`src/urfs_pkg.sv`:
```
// Shared types and constants of the UDP response frame splitter.
package urfs_pkg;

   // Fixed sizes of the frame format.
   localparam logic [15:0] HEADER_BYTES = 16'd8;
   localparam logic [14:0] MAX_SEGMENT  = 15'd16384;
   localparam logic [15:0] FRAME_MIN    = 16'd576;
   localparam logic [15:0] FRAME_MAX    = 16'd65507;
   localparam logic [15:0] FRAME_RESET  = 16'd1400;

   // Result kinds carried on rsp_tuser.
   localparam logic [1:0] KIND_DATA    = 2'd0;
   localparam logic [1:0] KIND_HEADER  = 2'd1;
   localparam logic [1:0] KIND_SUMMARY = 2'd2;

   // Commands from the controller to the datapath.
   typedef struct packed {
      logic load;
      logic emit_hdr;
      logic emit_data;
      logic emit_sum;
   } urfs_cmd_type;

   // Status from the datapath to the controller.
   typedef struct packed {
      logic hdr_need;
      logic data_done;
      logic eor;
      logic out_free;
   } urfs_status_type;

endpackage

```
`src/urfs_dpath.sv`:
```
// Datapath of the frame splitter: frame state, piece arithmetic and output register.
module urfs_dpath (
   input  logic                    clock,
   input  logic                    reset,
   input  logic                    csr_wr_en,
   input  logic [15:0]             csr_wr_data,
   input  logic [15:0]             req_tdata,
   input  logic                    req_tlast,
   output logic                    rsp_tvalid,
   input  logic                    rsp_tready,
   output logic [63:0]             rsp_tdata,
   output logic [1:0]              rsp_tuser,
   output logic                    rsp_tlast,
   input  urfs_pkg::urfs_cmd_type    cmd,
   output urfs_pkg::urfs_status_type status
);
   import urfs_pkg::*;

   logic [15:0] fs_ff, fs_in;
   logic [14:0] seg_ff;
   logic [14:0] seg_in;
   logic        eor_ff;
   logic [14:0] off_ff, off_in;
   logic [15:0] bif_ff, bif_in;
   logic        cont_ff, cont_in;
   logic [15:0] frames_ff, frames_in;
   logic        hdr_sent_ff, hdr_sent_in;
   logic        out_vld_ff, out_vld_in;
   logic [1:0]  out_kind_ff, out_kind_in;
   logic [14:0] out_off_ff, out_off_in;
   logic [15:0] out_len_ff, out_len_in;
   logic [15:0] out_seq_ff, out_seq_in;
   logic [15:0] out_tot_ff, out_tot_in;
   logic        out_last_ff, out_last_in;

   logic [15:0] next_len;
   logic [14:0] rem;
   logic [16:0] fill;
   logic        fits;
   logic [16:0] gap;
   logic [16:0] off_adv;
   logic        done;
   logic [15:0] data_len;

   // Room left in the open frame and what this step's data piece takes of it.
   always_comb begin
      next_len = cont_ff ? fs_ff - HEADER_BYTES : fs_ff;
      rem      = seg_ff - off_ff;
      fill     = {2'b00, rem} + {1'b0, bif_ff};
      fits     = fill < {1'b0, next_len};
      gap      = {1'b0, next_len} - {1'b0, bif_ff};
      off_adv  = {2'b00, off_ff} + {1'b0, gap[15:0]};
      // A frame already past the size (size lowered mid-request) ends the segment.
      done     = fits || gap[16] || (off_adv >= {2'b00, seg_ff});
      data_len = fits ? {1'b0, rem} : gap[15:0];
   end

   always_comb begin
      fs_in       = fs_ff;
      seg_in      = seg_ff;
      off_in      = off_ff;
      bif_in      = bif_ff;
      cont_in     = cont_ff;
      frames_in   = frames_ff;
      hdr_sent_in = hdr_sent_ff;
      out_vld_in  = out_vld_ff && !rsp_tready;
      out_kind_in = out_kind_ff;
      out_off_in  = out_off_ff;
      out_len_in  = out_len_ff;
      out_seq_in  = out_seq_ff;
      out_tot_in  = out_tot_ff;
      out_last_in = out_last_ff;

      if (csr_wr_en) begin
         if (csr_wr_data < FRAME_MIN) begin
            fs_in = FRAME_MIN;
         end else if (csr_wr_data > FRAME_MAX) begin
            fs_in = FRAME_MAX;
         end else begin
            fs_in = csr_wr_data;
         end
      end

      if (cmd.load) begin
         seg_in = (req_tdata[14:0] > MAX_SEGMENT) ? MAX_SEGMENT : req_tdata[14:0];
         off_in = '0;
      end

      // The header of an empty continuation frame is sent once, then its data follows.
      if (cmd.emit_hdr) begin
         frames_in   = frames_ff + 16'd1;
         hdr_sent_in = 1'b1;
         out_vld_in  = 1'b1;
         out_kind_in = KIND_HEADER;
         out_off_in  = off_ff;
         out_len_in  = HEADER_BYTES;
         out_seq_in  = frames_ff;
         out_tot_in  = '0;
         out_last_in = 1'b0;
      end

      if (cmd.emit_data) begin
         hdr_sent_in = 1'b0;
         out_vld_in  = 1'b1;
         out_kind_in = KIND_DATA;
         out_off_in  = off_ff;
         out_len_in  = data_len;
         out_seq_in  = frames_ff - 16'd1;
         out_tot_in  = '0;
         out_last_in = done && !eor_ff;
         if (fits) begin
            bif_in = bif_ff + {1'b0, rem};
         end else begin
            off_in  = off_adv[14:0];
            bif_in  = '0;
            cont_in = 1'b1;
         end
      end

      if (cmd.emit_sum) begin
         out_vld_in  = 1'b1;
         out_kind_in = KIND_SUMMARY;
         out_off_in  = '0;
         out_len_in  = '0;
         out_seq_in  = '0;
         out_tot_in  = frames_ff;
         out_last_in = 1'b1;
         bif_in      = '0;
         cont_in     = 1'b0;
         frames_in   = 16'd1;
         hdr_sent_in = 1'b0;
      end
   end

   always_ff @(posedge clock) begin
      if (reset) begin
         fs_ff       <= FRAME_RESET;
         bif_ff      <= '0;
         cont_ff     <= 1'b0;
         frames_ff   <= 16'd1;
         hdr_sent_ff <= 1'b0;
         out_vld_ff  <= 1'b0;
      end else begin
         fs_ff       <= fs_in;
         bif_ff      <= bif_in;
         cont_ff     <= cont_in;
         frames_ff   <= frames_in;
         hdr_sent_ff <= hdr_sent_in;
         out_vld_ff  <= out_vld_in;
      end
   end

   always_ff @(posedge clock) begin
      seg_ff      <= seg_in;
      off_ff      <= off_in;
      out_kind_ff <= out_kind_in;
      out_off_ff  <= out_off_in;
      out_len_ff  <= out_len_in;
      out_seq_ff  <= out_seq_in;
      out_tot_ff  <= out_tot_in;
      out_last_ff <= out_last_in;
      if (cmd.load) begin
         eor_ff <= req_tlast;
      end
   end

   assign status.hdr_need  = (bif_ff == '0) && cont_ff && !hdr_sent_ff;
   assign status.data_done = done;
   assign status.eor       = eor_ff;
   assign status.out_free  = !out_vld_ff || rsp_tready;

   assign rsp_tvalid = out_vld_ff;
   assign rsp_tuser  = out_kind_ff;
   assign rsp_tlast  = out_last_ff;
   assign rsp_tdata  = {1'b0, out_tot_ff, out_seq_ff, out_len_ff, out_off_ff};

endmodule

```
`src/urfs_ctrl.sv`:
```
// Controller of the frame splitter: sequences the pieces of one segment.
module urfs_ctrl (
   input  logic                      clock,
   input  logic                      reset,
   input  logic                      req_tvalid,
   output logic                      req_tready,
   output urfs_pkg::urfs_cmd_type    cmd,
   input  urfs_pkg::urfs_status_type status
);
   import urfs_pkg::*;

   localparam logic [1:0] ST_IDLE  = 2'd0;
   localparam logic [1:0] ST_PIECE = 2'd1;
   localparam logic [1:0] ST_SUM   = 2'd2;

   logic [1:0] state_ff, state_in;

   always_comb begin
      state_in  = state_ff;
      cmd       = '0;
      req_tready = 1'b0;
      unique case (state_ff)
         ST_IDLE: begin
            req_tready = 1'b1;
            if (req_tvalid) begin
               cmd.load = 1'b1;
               state_in = ST_PIECE;
            end
         end
         ST_PIECE: begin
            if (status.out_free) begin
               if (status.hdr_need) begin
                  cmd.emit_hdr = 1'b1;
               end else begin
                  cmd.emit_data = 1'b1;
                  if (status.data_done) begin
                     state_in = status.eor ? ST_SUM : ST_IDLE;
                  end
               end
            end
         end
         ST_SUM: begin
            if (status.out_free) begin
               cmd.emit_sum = 1'b1;
               state_in     = ST_IDLE;
            end
         end
         default: begin
            state_in = ST_IDLE;
         end
      endcase
   end

   always_ff @(posedge clock) begin
      if (reset) begin
         state_ff <= ST_IDLE;
      end else begin
         state_ff <= state_in;
      end
   end

   // A piece is only written into a free output register.
   assert property (@(posedge clock) disable iff (reset)
      (cmd.emit_hdr || cmd.emit_data || cmd.emit_sum) |-> status.out_free)
      else $error("piece emitted while output register busy");

   // At most one datapath command per cycle.
   assert property (@(posedge clock) disable iff (reset)
      $onehot0({cmd.load, cmd.emit_hdr, cmd.emit_data, cmd.emit_sum}))
      else $error("conflicting datapath commands");

   // A header is always followed by the data piece of its frame.
   assert property (@(posedge clock) disable iff (reset)
      cmd.emit_hdr |=> (state_ff == ST_PIECE) && !status.hdr_need)
      else $error("header not followed by data");

   // A summary only closes a segment that ends its request.
   assert property (@(posedge clock) disable iff (reset)
      cmd.emit_sum |-> status.eor)
      else $error("summary without end of request");

endmodule

```
`src/udp_response_frame_splitter.sv`:
```
// Top level of the UDP response frame splitter: controller plus datapath.
// Throughput: a segment is accepted in the idle state, then the block yields one result per
// cycle while the output register is free (the consumer can stall it), set by the single
// output register that takes one piece a cycle.
// The first result of a word is computed in the piece state and registered at the output.
// Reset sets the frame length to 1400 and the frame state to the start of a request.
module udp_response_frame_splitter (
   input  logic        clock,
   input  logic        reset,
   // Configuration: datagram frame length write.
   input  logic        csr_wr_en,
   input  logic [15:0] csr_wr_data,
   // Request words.
   input  logic        req_tvalid,
   output logic        req_tready,
   input  logic [15:0] req_tdata,   // [14:0] segment_length, [15] zero
   input  logic        req_tlast,   // end_of_request
   // Result words.
   output logic        rsp_tvalid,
   input  logic        rsp_tready,
   output logic [63:0] rsp_tdata,   // [14:0] piece_offset, [30:15] piece_length,
                                    // [46:31] frame_seqno, [62:47] total_frames, [63] zero
   output logic [1:0]  rsp_tuser,   // [1:0] piece_kind
   output logic        rsp_tlast    // last
);
   import urfs_pkg::*;

   // The controller walks each segment through its pieces: an optional header for
   // every continuation frame, then the data piece, looping frame by frame until the
   // segment is used up, then a request summary when the segment ends the request.
   // The datapath holds the frame state and computes each piece into its output register.
   urfs_cmd_type    cmd;
   urfs_status_type status;

   urfs_ctrl u_ctrl (
      .clock      (clock),
      .reset      (reset),
      .req_tvalid (req_tvalid),
      .req_tready (req_tready),
      .cmd        (cmd),
      .status     (status)
   );

   // The output register in the datapath lets a new word be accepted while the
   // previous segment's final result still waits for the consumer.
   urfs_dpath u_dpath (
      .clock       (clock),
      .reset       (reset),
      .csr_wr_en   (csr_wr_en),
      .csr_wr_data (csr_wr_data),
      .req_tdata   (req_tdata),
      .req_tlast   (req_tlast),
      .rsp_tvalid  (rsp_tvalid),
      .rsp_tready  (rsp_tready),
      .rsp_tdata   (rsp_tdata),
      .rsp_tuser   (rsp_tuser),
      .rsp_tlast   (rsp_tlast),
      .cmd         (cmd),
      .status      (status)
   );

endmodule

```
`config.mk`:
```
export PLATFORM = sky130hd
export DESIGN_NAME = udp_response_frame_splitter
export DESIGN_NICKNAME = d
export VERILOG_FILES = /design/src/urfs_pkg.sv /design/src/urfs_dpath.sv /design/src/urfs_ctrl.sv /design/src/udp_response_frame_splitter.sv
export SDC_FILE = /design/constraint.sdc
export NUM_CORES = 1
export LEC_CHECK = 0
export BUFFER_PORTS_ARGS = -buffer_cell sky130_fd_sc_hd__clkbuf_2
export CORE_MARGIN = 2
export CORE_UTILIZATION = 56
export DETAILED_ROUTE_END_ITERATION = 12
export GPL_ROUTABILITY_DRIVEN = 0
export PLACE_DENSITY_LB_ADDON = 0.12
export RECOVER_POWER = 25
export SLEW_MARGIN = 40
export SYNTH_ARGS = -nofsm -noshare
export SYNTH_HDL_FRONTEND = slang
export SYNTH_SLANG_ARGS = --single-unit
```
`constraint.sdc`:
```
create_clock -name clock -period 6.18 [get_ports clock]
set_input_delay 1.236 -clock clock [delete_from_list [all_inputs] [get_ports clock]]
set_output_delay 1.236 -clock clock [all_outputs]
set_load 0.005 [all_outputs]
```
=== After elaboration in Yosys (flattened, before gate mapping) ===
Cells that the tools add are included.

* Bits in registers: 150
* Output and inout port bits: 69

* $add $sub $neg: 8
* $lt $le $gt $ge: 5
* Equality and inequality tests: 7
* Muxes and demuxes: 40
* Bitwise logic cells: 1
* Reductions and logical operators: 20

{| class="wikitable"
|+ Operators by type and width
! kind !! number
|-
| $mux W16 || 12
|-
| $mux W15 || 5
|-
| $add A15 B16 Y17 || 2
|-
| $mux W2 || 10
|-
| $ge A17 B15 Y1 || 1
|-
| $lt A17 B16 Y1 || 1
|-
| $sub A16 B16 Y17 || 1
|-
| $add A16 B1 Y16 const B || 1
|-
| $add A16 B15 Y16 || 1
|-
| $gt A16 B16 Y1 const B || 1
|-
| $logic_not A16 Y1 || 1
|-
| $lt A16 B10 Y1 const B || 1
|-
| $sub A16 B1 Y16 const B || 1
|-
| $sub A16 B4 Y16 const B || 1
|-
| $gt A15 B15 Y1 const B || 1
|-
| $sub A15 B15 Y15 || 1
|-
| $mux W1 || 12
|-
| $ne A2 B2 Y1 const B || 4
|-
| $pmux W2 S3 || 1
|-
| $reduce_and A5 Y1 || 1
|-
| $logic_and A1 B1 Y1 || 4
|-
| $logic_not A1 Y1 || 4
|-
| $reduce_or A2 Y1 || 2
|-
| $logic_or A1 B1 Y1 || 3
|-
| other kinds (9) || 9
|}

=== Longest topological paths before layout ===
* Depth after elaboration: 10
* Mapped depth: 29

=== By module ===
A second synthesis with hierarchy kept.

* Cell total of the unflattened synthesis: 1128
* Area total of the unflattened synthesis: 9743.1 sq um

{| class="wikitable"
|+ Modules (own cells, without submodules)
! module !! times used !! cells an instance !! area each (sq um) !! seq. area each (sq um)
|-
| urfs_dpath || 1 || 1113 || 9619.2 || 3283.1
|-
| urfs_ctrl || 1 || 15 || 123.9 || 40.0
|}

=== Least setup slack after synthesis ===
No wires, ideal clock.

* Path type: register to register
* Start: register u_dpath.cont_ff
* End: register u_ctrl.state_ff[1]
* Library setup time: 0.116 ns
* Data arrival time: 5.451 ns
* Required time: 6.064 ns
* Setup slack: 0.613 ns
* Stages on the path, launching flop included: 25
* Path buffers: 0
* Cell sequence: dfxtp_1 nand2b_1 or2_2 nor3_1 nand3_1 nor2_1 xor2_1 ha_1 and3_1 and2_1 o21a_2 a311o_1 xor2_1 ha_1 and2_1 a311oi_1 o21ai_1 a21oi_1 xnor2_1 ha_1 a211oi_1 o221ai_1 or4b_1 or2_1 a41o_1

* Longest elaborated chain between the ends: 7
* Elaborated cells between the ends (all ways): 12
* Classes of those cells: 2 x add/sub; 2 x order compare; 2 x eq/ne; 1 x mux; 5 x reduce/logical

{| class="wikitable"
|+ Ends and longest elaborated chain
! element !! line !! text
|-
| start, declared || urfs_dpath.sv:25 || <nowiki>logic cont_ff, cont_in;</nowiki>
|-
| start signal, assigned || urfs_dpath.sv:146 || <nowiki>cont_ff <= cont_in;</nowiki>
|-
| $mux W16 || urfs_dpath.sv:47 || <nowiki>next_len = cont_ff ? fs_ff - HEADER_BYTES : fs_ff;</nowiki>
|-
| $sub A16 B16 Y17 || urfs_dpath.sv:51 || <nowiki>gap = {1'b0, next_len} - {1'b0, bif_ff};</nowiki>
|-
| $add A15 B16 Y17 || urfs_dpath.sv:52 || <nowiki>off_adv = {2'b00, off_ff} + {1'b0, gap[15:0]};</nowiki>
|-
| $ge A17 B15 Y1 || urfs_dpath.sv:54 || <nowiki>done = fits || gap[16] || (off_adv >= {2'b00, seg_ff});</nowiki>
|-
| $logic_or A1 B1 Y1 || urfs_dpath.sv:54 ||
|-
| $ne A2 B1 Y1 (no source line) || n/a ||
|-
| $reduce_and A5 Y1 (no source line) * || n/a ||
|-
| end signal, assigned || urfs_ctrl.sv:58 || <nowiki>state_ff <= state_in;</nowiki>
|-
| end, declared || urfs_ctrl.sv:16 || <nowiki>logic [1:0] state_ff, state_in;</nowiki>
|}

Mark *: on every way between the ends. The rest lies on a longest branch, timed or not.
A chain may end at the register's enable or synchronous reset.

=== Worst setup path after layout ===
* Start: register u_dpath.fs_ff[5]
* End: register u_ctrl.state_ff[1]

* Longest elaborated chain between the ends: 8
* Elaborated cells between the ends (all ways): 10
* Classes of those cells: 3 x add/sub; 2 x order compare; 1 x eq/ne; 1 x mux; 3 x reduce/logical

{| class="wikitable"
|+ Ends and longest elaborated chain
! element !! line !! text
|-
| start, declared || urfs_dpath.sv:19 || <nowiki>logic [15:0] fs_ff, fs_in;</nowiki>
|-
| start signal, assigned || urfs_dpath.sv:144 || <nowiki>fs_ff <= fs_in;</nowiki>
|-
| $sub A16 B4 Y16 || urfs_dpath.sv:47 ||
|-
| $mux W16 * || urfs_dpath.sv:47 ||
|-
| $sub A16 B16 Y17 || urfs_dpath.sv:51 ||
|-
| $add A15 B16 Y17 || urfs_dpath.sv:52 ||
|-
| $ge A17 B15 Y1 || urfs_dpath.sv:54 ||
|-
| $logic_or A1 B1 Y1 * || urfs_dpath.sv:54 ||
|-
| $ne A2 B1 Y1 (no source line) * || n/a ||
|-
| $reduce_and A5 Y1 (no source line) * || n/a ||
|}

Marked as above.

==> metrics.csv <==
metric,value,unit
count of warnings emitted by yosys,0,
Post-Syn Nets,1240,
number of cells produced by synthesis,1104,
Critical Path End Type,register,
share of post-route cells with drive strength above 1,14.9,%
initial antenna violation count,0,
critical setup path kind,reg -> reg,
global-route wire length before repair,37500,µm
CTS tree,yes,
transition time at the pin with the least slew margin,1.11,ns
maximum net fanout on the critical path,6,
htree depth,4,
status,finished clean,
CTS Buf Count,17,
relative slew slack,25.6,%
input/output buffers,104,
floorplan row count,47,
arrival time at the worst endpoint,6.20,ns
netlist area before placement,0.00947,mm²
syn_area_per_cell,8.58,µm²
Floorplan Core Area,0.0166,mm²
GR Overflow Total,0,
"commonest cells after routing, fill and taps aside","118 x sky130_fd_sc_hd__dfxtp_1, 107 x sky130_fd_sc_hd__nand2_1, 95 x sky130_fd_sc_hd__clkbuf_2, 93 x sky130_fd_sc_hd__ha_1, 92 x sky130_fd_sc_hd__nor2_1",
most frequently used flop master after synthesis,sky130_fd_sc_hd__dfxtp_1,
non-filler instance count after layout,1445,
worst endpoint required time,6.50,ns
net total in the final layout,1348,
first-pass iteration count of the detailed router,5,
largest area contributor in the synthesized netlist,sky130_fd_sc_hd__dfxtp_1,
max-slew violation count,0,
maximum number of pins on one net before global-route repair,52,
count of final setup violators,0,
Clock Latency Late Sink,0.44,ns
antenna cells,0,
sequential fraction of design power,21.2,%
sequential element share of the synthesized area,35.1,%
Placed Cells,1409,
number of global-route vias before repair,7365,
Total Routed Length,23800,µm
clock transition at the registers of the reported paths,0.07,ns
max frequency,170,MHz
DRC violation count after routing,0,
"Distinct cells, synth",73,
overall routing resource usage,26.4,%
library cell contributing the largest single delay on the critical path,sky130_fd_sc_hd__or4b_4,
clock sink count,150,
leakage power of the design,4.72,nW
net switching component of the power,0.00323,W
"Min Clock Period, post-route",5.87,ns
number of vias per cell,5.70,
total via count after detailed routing,8241,
startpoint kind of the worst setup timing path,register,
post-route cell area,0.0110,mm²
clock root buffer,sky130_fd_sc_hd__clkbuf_16,
number of enable-type register cells in the synthesized netlist,32,
classification of the worst-slack hold path,reg -> reg,
area share of the largest cell type after synthesis,25.0,%
layout overhead on the synthesized area,16.5,%
Critical path buffers and inverters,0,
Fin Clk Skew,0.0115,ns
overall die area,0.0180,mm²
# fillers,1430,
number of nets with antenna violations after routing,0,
HPWL Detailed,18500,µm
routed length per instance,16.4,µm
Starting Density,57.1,%
number of synthesized register bits,150,
category of cells accounting for the largest share of critical-path delay,simple AND/OR/NAND/NOR gates,
maximum cell stage delay along the critical path,0.52,ns
# hold bufs at CTS,0,
final hold violation count,0,
Maximum Capacitance Violations,0,
area of placed instances,0.0103,mm²
final clock period utilization by the worst path,95.1,%
number of DRC markers after the initial detailed-route iteration,515,
power share of the combinational group,63.7,%
most common library cell in the layout ignoring fill and taps,sky130_fd_sc_hd__dfxtp_1,
power density over the cells,649,mW/mm²
Internal Power,0.00393,W
clock group share of total power,15.1,%
worst-case clock buffer depth,2,
width of the die,134,µm
height of the die,134,µm
proportion of register bits with asynchronous set or reset after synthesis,0,%
# IOs,107,
Sw Ratio,45.2,%
Peak VDD IR,444,µV
ranking of synthesized cells by area,"sky130_fd_sc_hd__dfxtp_1 25%, sky130_fd_sc_hd__ha_1 12%, sky130_fd_sc_hd__edfxtp_1 10%",
[flip-flops by register name, summed over array words and instances, names as in the netlist, 2 cells and up]
register,flops
u_ctrl.state_ff,2
u_dpath.bif_ff,16
u_dpath.seg_ff,15
u_dpath.fs_ff,16
u_dpath.out_off_ff,15
u_dpath.out_len_ff,16
u_dpath.out_tot_ff,16
u_dpath.frames_ff,16
u_dpath.off_ff,15
u_dpath.rsp_tuser,2
u_dpath.out_seq_ff,16
[layer usage]
layer	GRT usage (%)	share of wire, %	vias to the layer above	routed length (µm)
li1	-	-	4150	-
met1	37.4	47	3842	11200
met2	42.2	46	216	10900
met3	3.55	5.2	33	1250
met4	8.01	1.7	0	414
met5	0	0	-	0
[cells in the mapped netlist, types with 4 or more instances]
| cell | n |
|---|---|
| sky130_fd_sc_hd__edfxtp_1 | 32 |
| sky130_fd_sc_hd__and2_1 | 20 |
| sky130_fd_sc_hd__a211oi_1 | 22 |
| sky130_fd_sc_hd__o21ai_1 | 17 |
| sky130_fd_sc_hd__nand2_1 | 107 |
| sky130_fd_sc_hd__o31a_1 | 6 |
| sky130_fd_sc_hd__and3_1 | 8 |
| sky130_fd_sc_hd__a21o_1 | 24 |
| sky130_fd_sc_hd__or2_2 | 4 |
| sky130_fd_sc_hd__clkbuf_1 | 30 |
| sky130_fd_sc_hd__ha_1 | 94 |
| sky130_fd_sc_hd__nor3_1 | 20 |
| sky130_fd_sc_hd__o21ai_0 | 38 |
| sky130_fd_sc_hd__inv_1 | 91 |
| sky130_fd_sc_hd__or3_1 | 11 |
| sky130_fd_sc_hd__a221o_1 | 5 |
| sky130_fd_sc_hd__nor2_1 | 96 |
| sky130_fd_sc_hd__nor2b_1 | 24 |
| sky130_fd_sc_hd__nand3_1 | 18 |
| sky130_fd_sc_hd__o21bai_1 | 7 |
| sky130_fd_sc_hd__buf_2 | 5 |
| sky130_fd_sc_hd__mux2i_1 | 11 |
| sky130_fd_sc_hd__a22o_1 | 4 |
| sky130_fd_sc_hd__nor4_1 | 14 |
| sky130_fd_sc_hd__xnor2_1 | 49 |
| sky130_fd_sc_hd__nand2b_1 | 12 |
| sky130_fd_sc_hd__o31ai_1 | 14 |
| sky130_fd_sc_hd__a21oi_1 | 64 |
| sky130_fd_sc_hd__a2111oi_0 | 4 |
| sky130_fd_sc_hd__xor2_1 | 33 |
| sky130_fd_sc_hd__a31oi_1 | 6 |
| sky130_fd_sc_hd__fa_1 | 4 |
| sky130_fd_sc_hd__a22oi_1 | 5 |
| sky130_fd_sc_hd__or4_1 | 4 |
| sky130_fd_sc_hd__dfxtp_1 | 118 |
| sky130_fd_sc_hd__nand4_1 | 12 |
| sky130_fd_sc_hd__a311oi_1 | 4 |
| sky130_fd_sc_hd__o21a_1 | 15 |
[logic make-up after synthesis]
kind of cell / synth area share [%]
and+or+nand+nor: 18.0
DFF: 35.1
other: 0.0396
xor gates and xnor gates: 7.59
muxes: 1.16
adders and majority gates: 13.3
AOI/OAI and AO/OA: 19.4
buffers and inverters: 5.38
[what timing repair did]
| item | in CTS | in global routing |
|---|---|---|
| endpoints found under the setup margin | 0 | 34 |
| gates resized for setup | 0 | 13 |
| buffers inserted | 0 | 4 |
[final timing paths]
path	start	end	slack (ns)	cells after the start
worst min-delay path	u_dpath.rsp_tuser[1]	u_dpath.rsp_tuser[1]	0.45	1
worst max-delay path	u_dpath.fs_ff[5]	u_ctrl.state_ff[1]	0.31	26
worst min register to register	u_dpath.rsp_tuser[1]	u_dpath.rsp_tuser[1]	0.45	1
worst max register to register	u_dpath.fs_ff[5]	u_ctrl.state_ff[1]	0.31	26
[through the flow]
step / total power, W / setup TNS [ns] / util, % / setup slack, ns / hold WS (ns)
after floorplan: 0.00457 / 0 / - / 0.613 / 0.436
after global placement: 0.00583 / 0 / 62.1 / 0.175 / 0.432
after detailed placement: 0.00593 / 0 / 62.3 / 0.140 / 0.439
after CTS: 0.00705 / 0 / 66.0 / 0.0746 / 0.454
after global routing: 0.00772 / -0.0636 / 66.5 / -0.0636 / 0.459
final: 0.00716 / 0 / 66.5 / 0.305 / 0.453
[worst reg2reg max path, cell delays in order, from the launching register on]
cell                       delay (ns)
sky130_fd_sc_hd__dfxtp_1         0.33
sky130_fd_sc_hd__nand2b_1        0.17
sky130_fd_sc_hd__or2_2           0.32
sky130_fd_sc_hd__nor3_4          0.13
sky130_fd_sc_hd__nand3_1         0.13
sky130_fd_sc_hd__nor2_1          0.13
sky130_fd_sc_hd__xor2_1          0.27
sky130_fd_sc_hd__ha_1            0.30
sky130_fd_sc_hd__and3_1          0.23
sky130_fd_sc_hd__and2_1          0.17
sky130_fd_sc_hd__o21a_2          0.20
sky130_fd_sc_hd__a311o_1         0.38
sky130_fd_sc_hd__xor2_2          0.24
sky130_fd_sc_hd__ha_4            0.26
sky130_fd_sc_hd__and2_1          0.16
sky130_fd_sc_hd__a311oi_1        0.24
sky130_fd_sc_hd__o21ai_1         0.15
sky130_fd_sc_hd__a21oi_2         0.17
sky130_fd_sc_hd__xnor2_1         0.16
sky130_fd_sc_hd__ha_1            0.29
sky130_fd_sc_hd__nand2_1         0.11
sky130_fd_sc_hd__nor2_1          0.06
sky130_fd_sc_hd__o21ai_0         0.06
sky130_fd_sc_hd__a21oi_1         0.08
sky130_fd_sc_hd__or4b_4          0.52
sky130_fd_sc_hd__or2_1           0.25
sky130_fd_sc_hd__a41o_1          0.23
[layout make-up]
class / instances / area [µm²] / share of cell area, %
clock buffers: 17 / 425 / 3.86
clock inverters: 15 / 185 / 1.68
inverters: 91 / 342 / 3.10
multi-input cells: 823 / 5730 / 51.9
flip-flops and latches: 150 / 3320 / 30.1
well taps: 220 / 275 / 2.50
repair buffers: 129 / 754 / 6.84
[power by group through the flow]
stage | Combinational (W) | Sequential [W] | Clock [W]
global route | 0.00504 | 0.00155 | 0.00113
CTS | 0.00444 | 0.00151 | 0.00109
global placement | 0.00430 | 0.00153 | 0
detailed placement | 0.00440 | 0.00153 | 0
floorplan | 0.00306 | 0.00151 | 0
finish | 0.00456 | 0.00152 | 0.00108
Power figures use the tool's default switching activity.
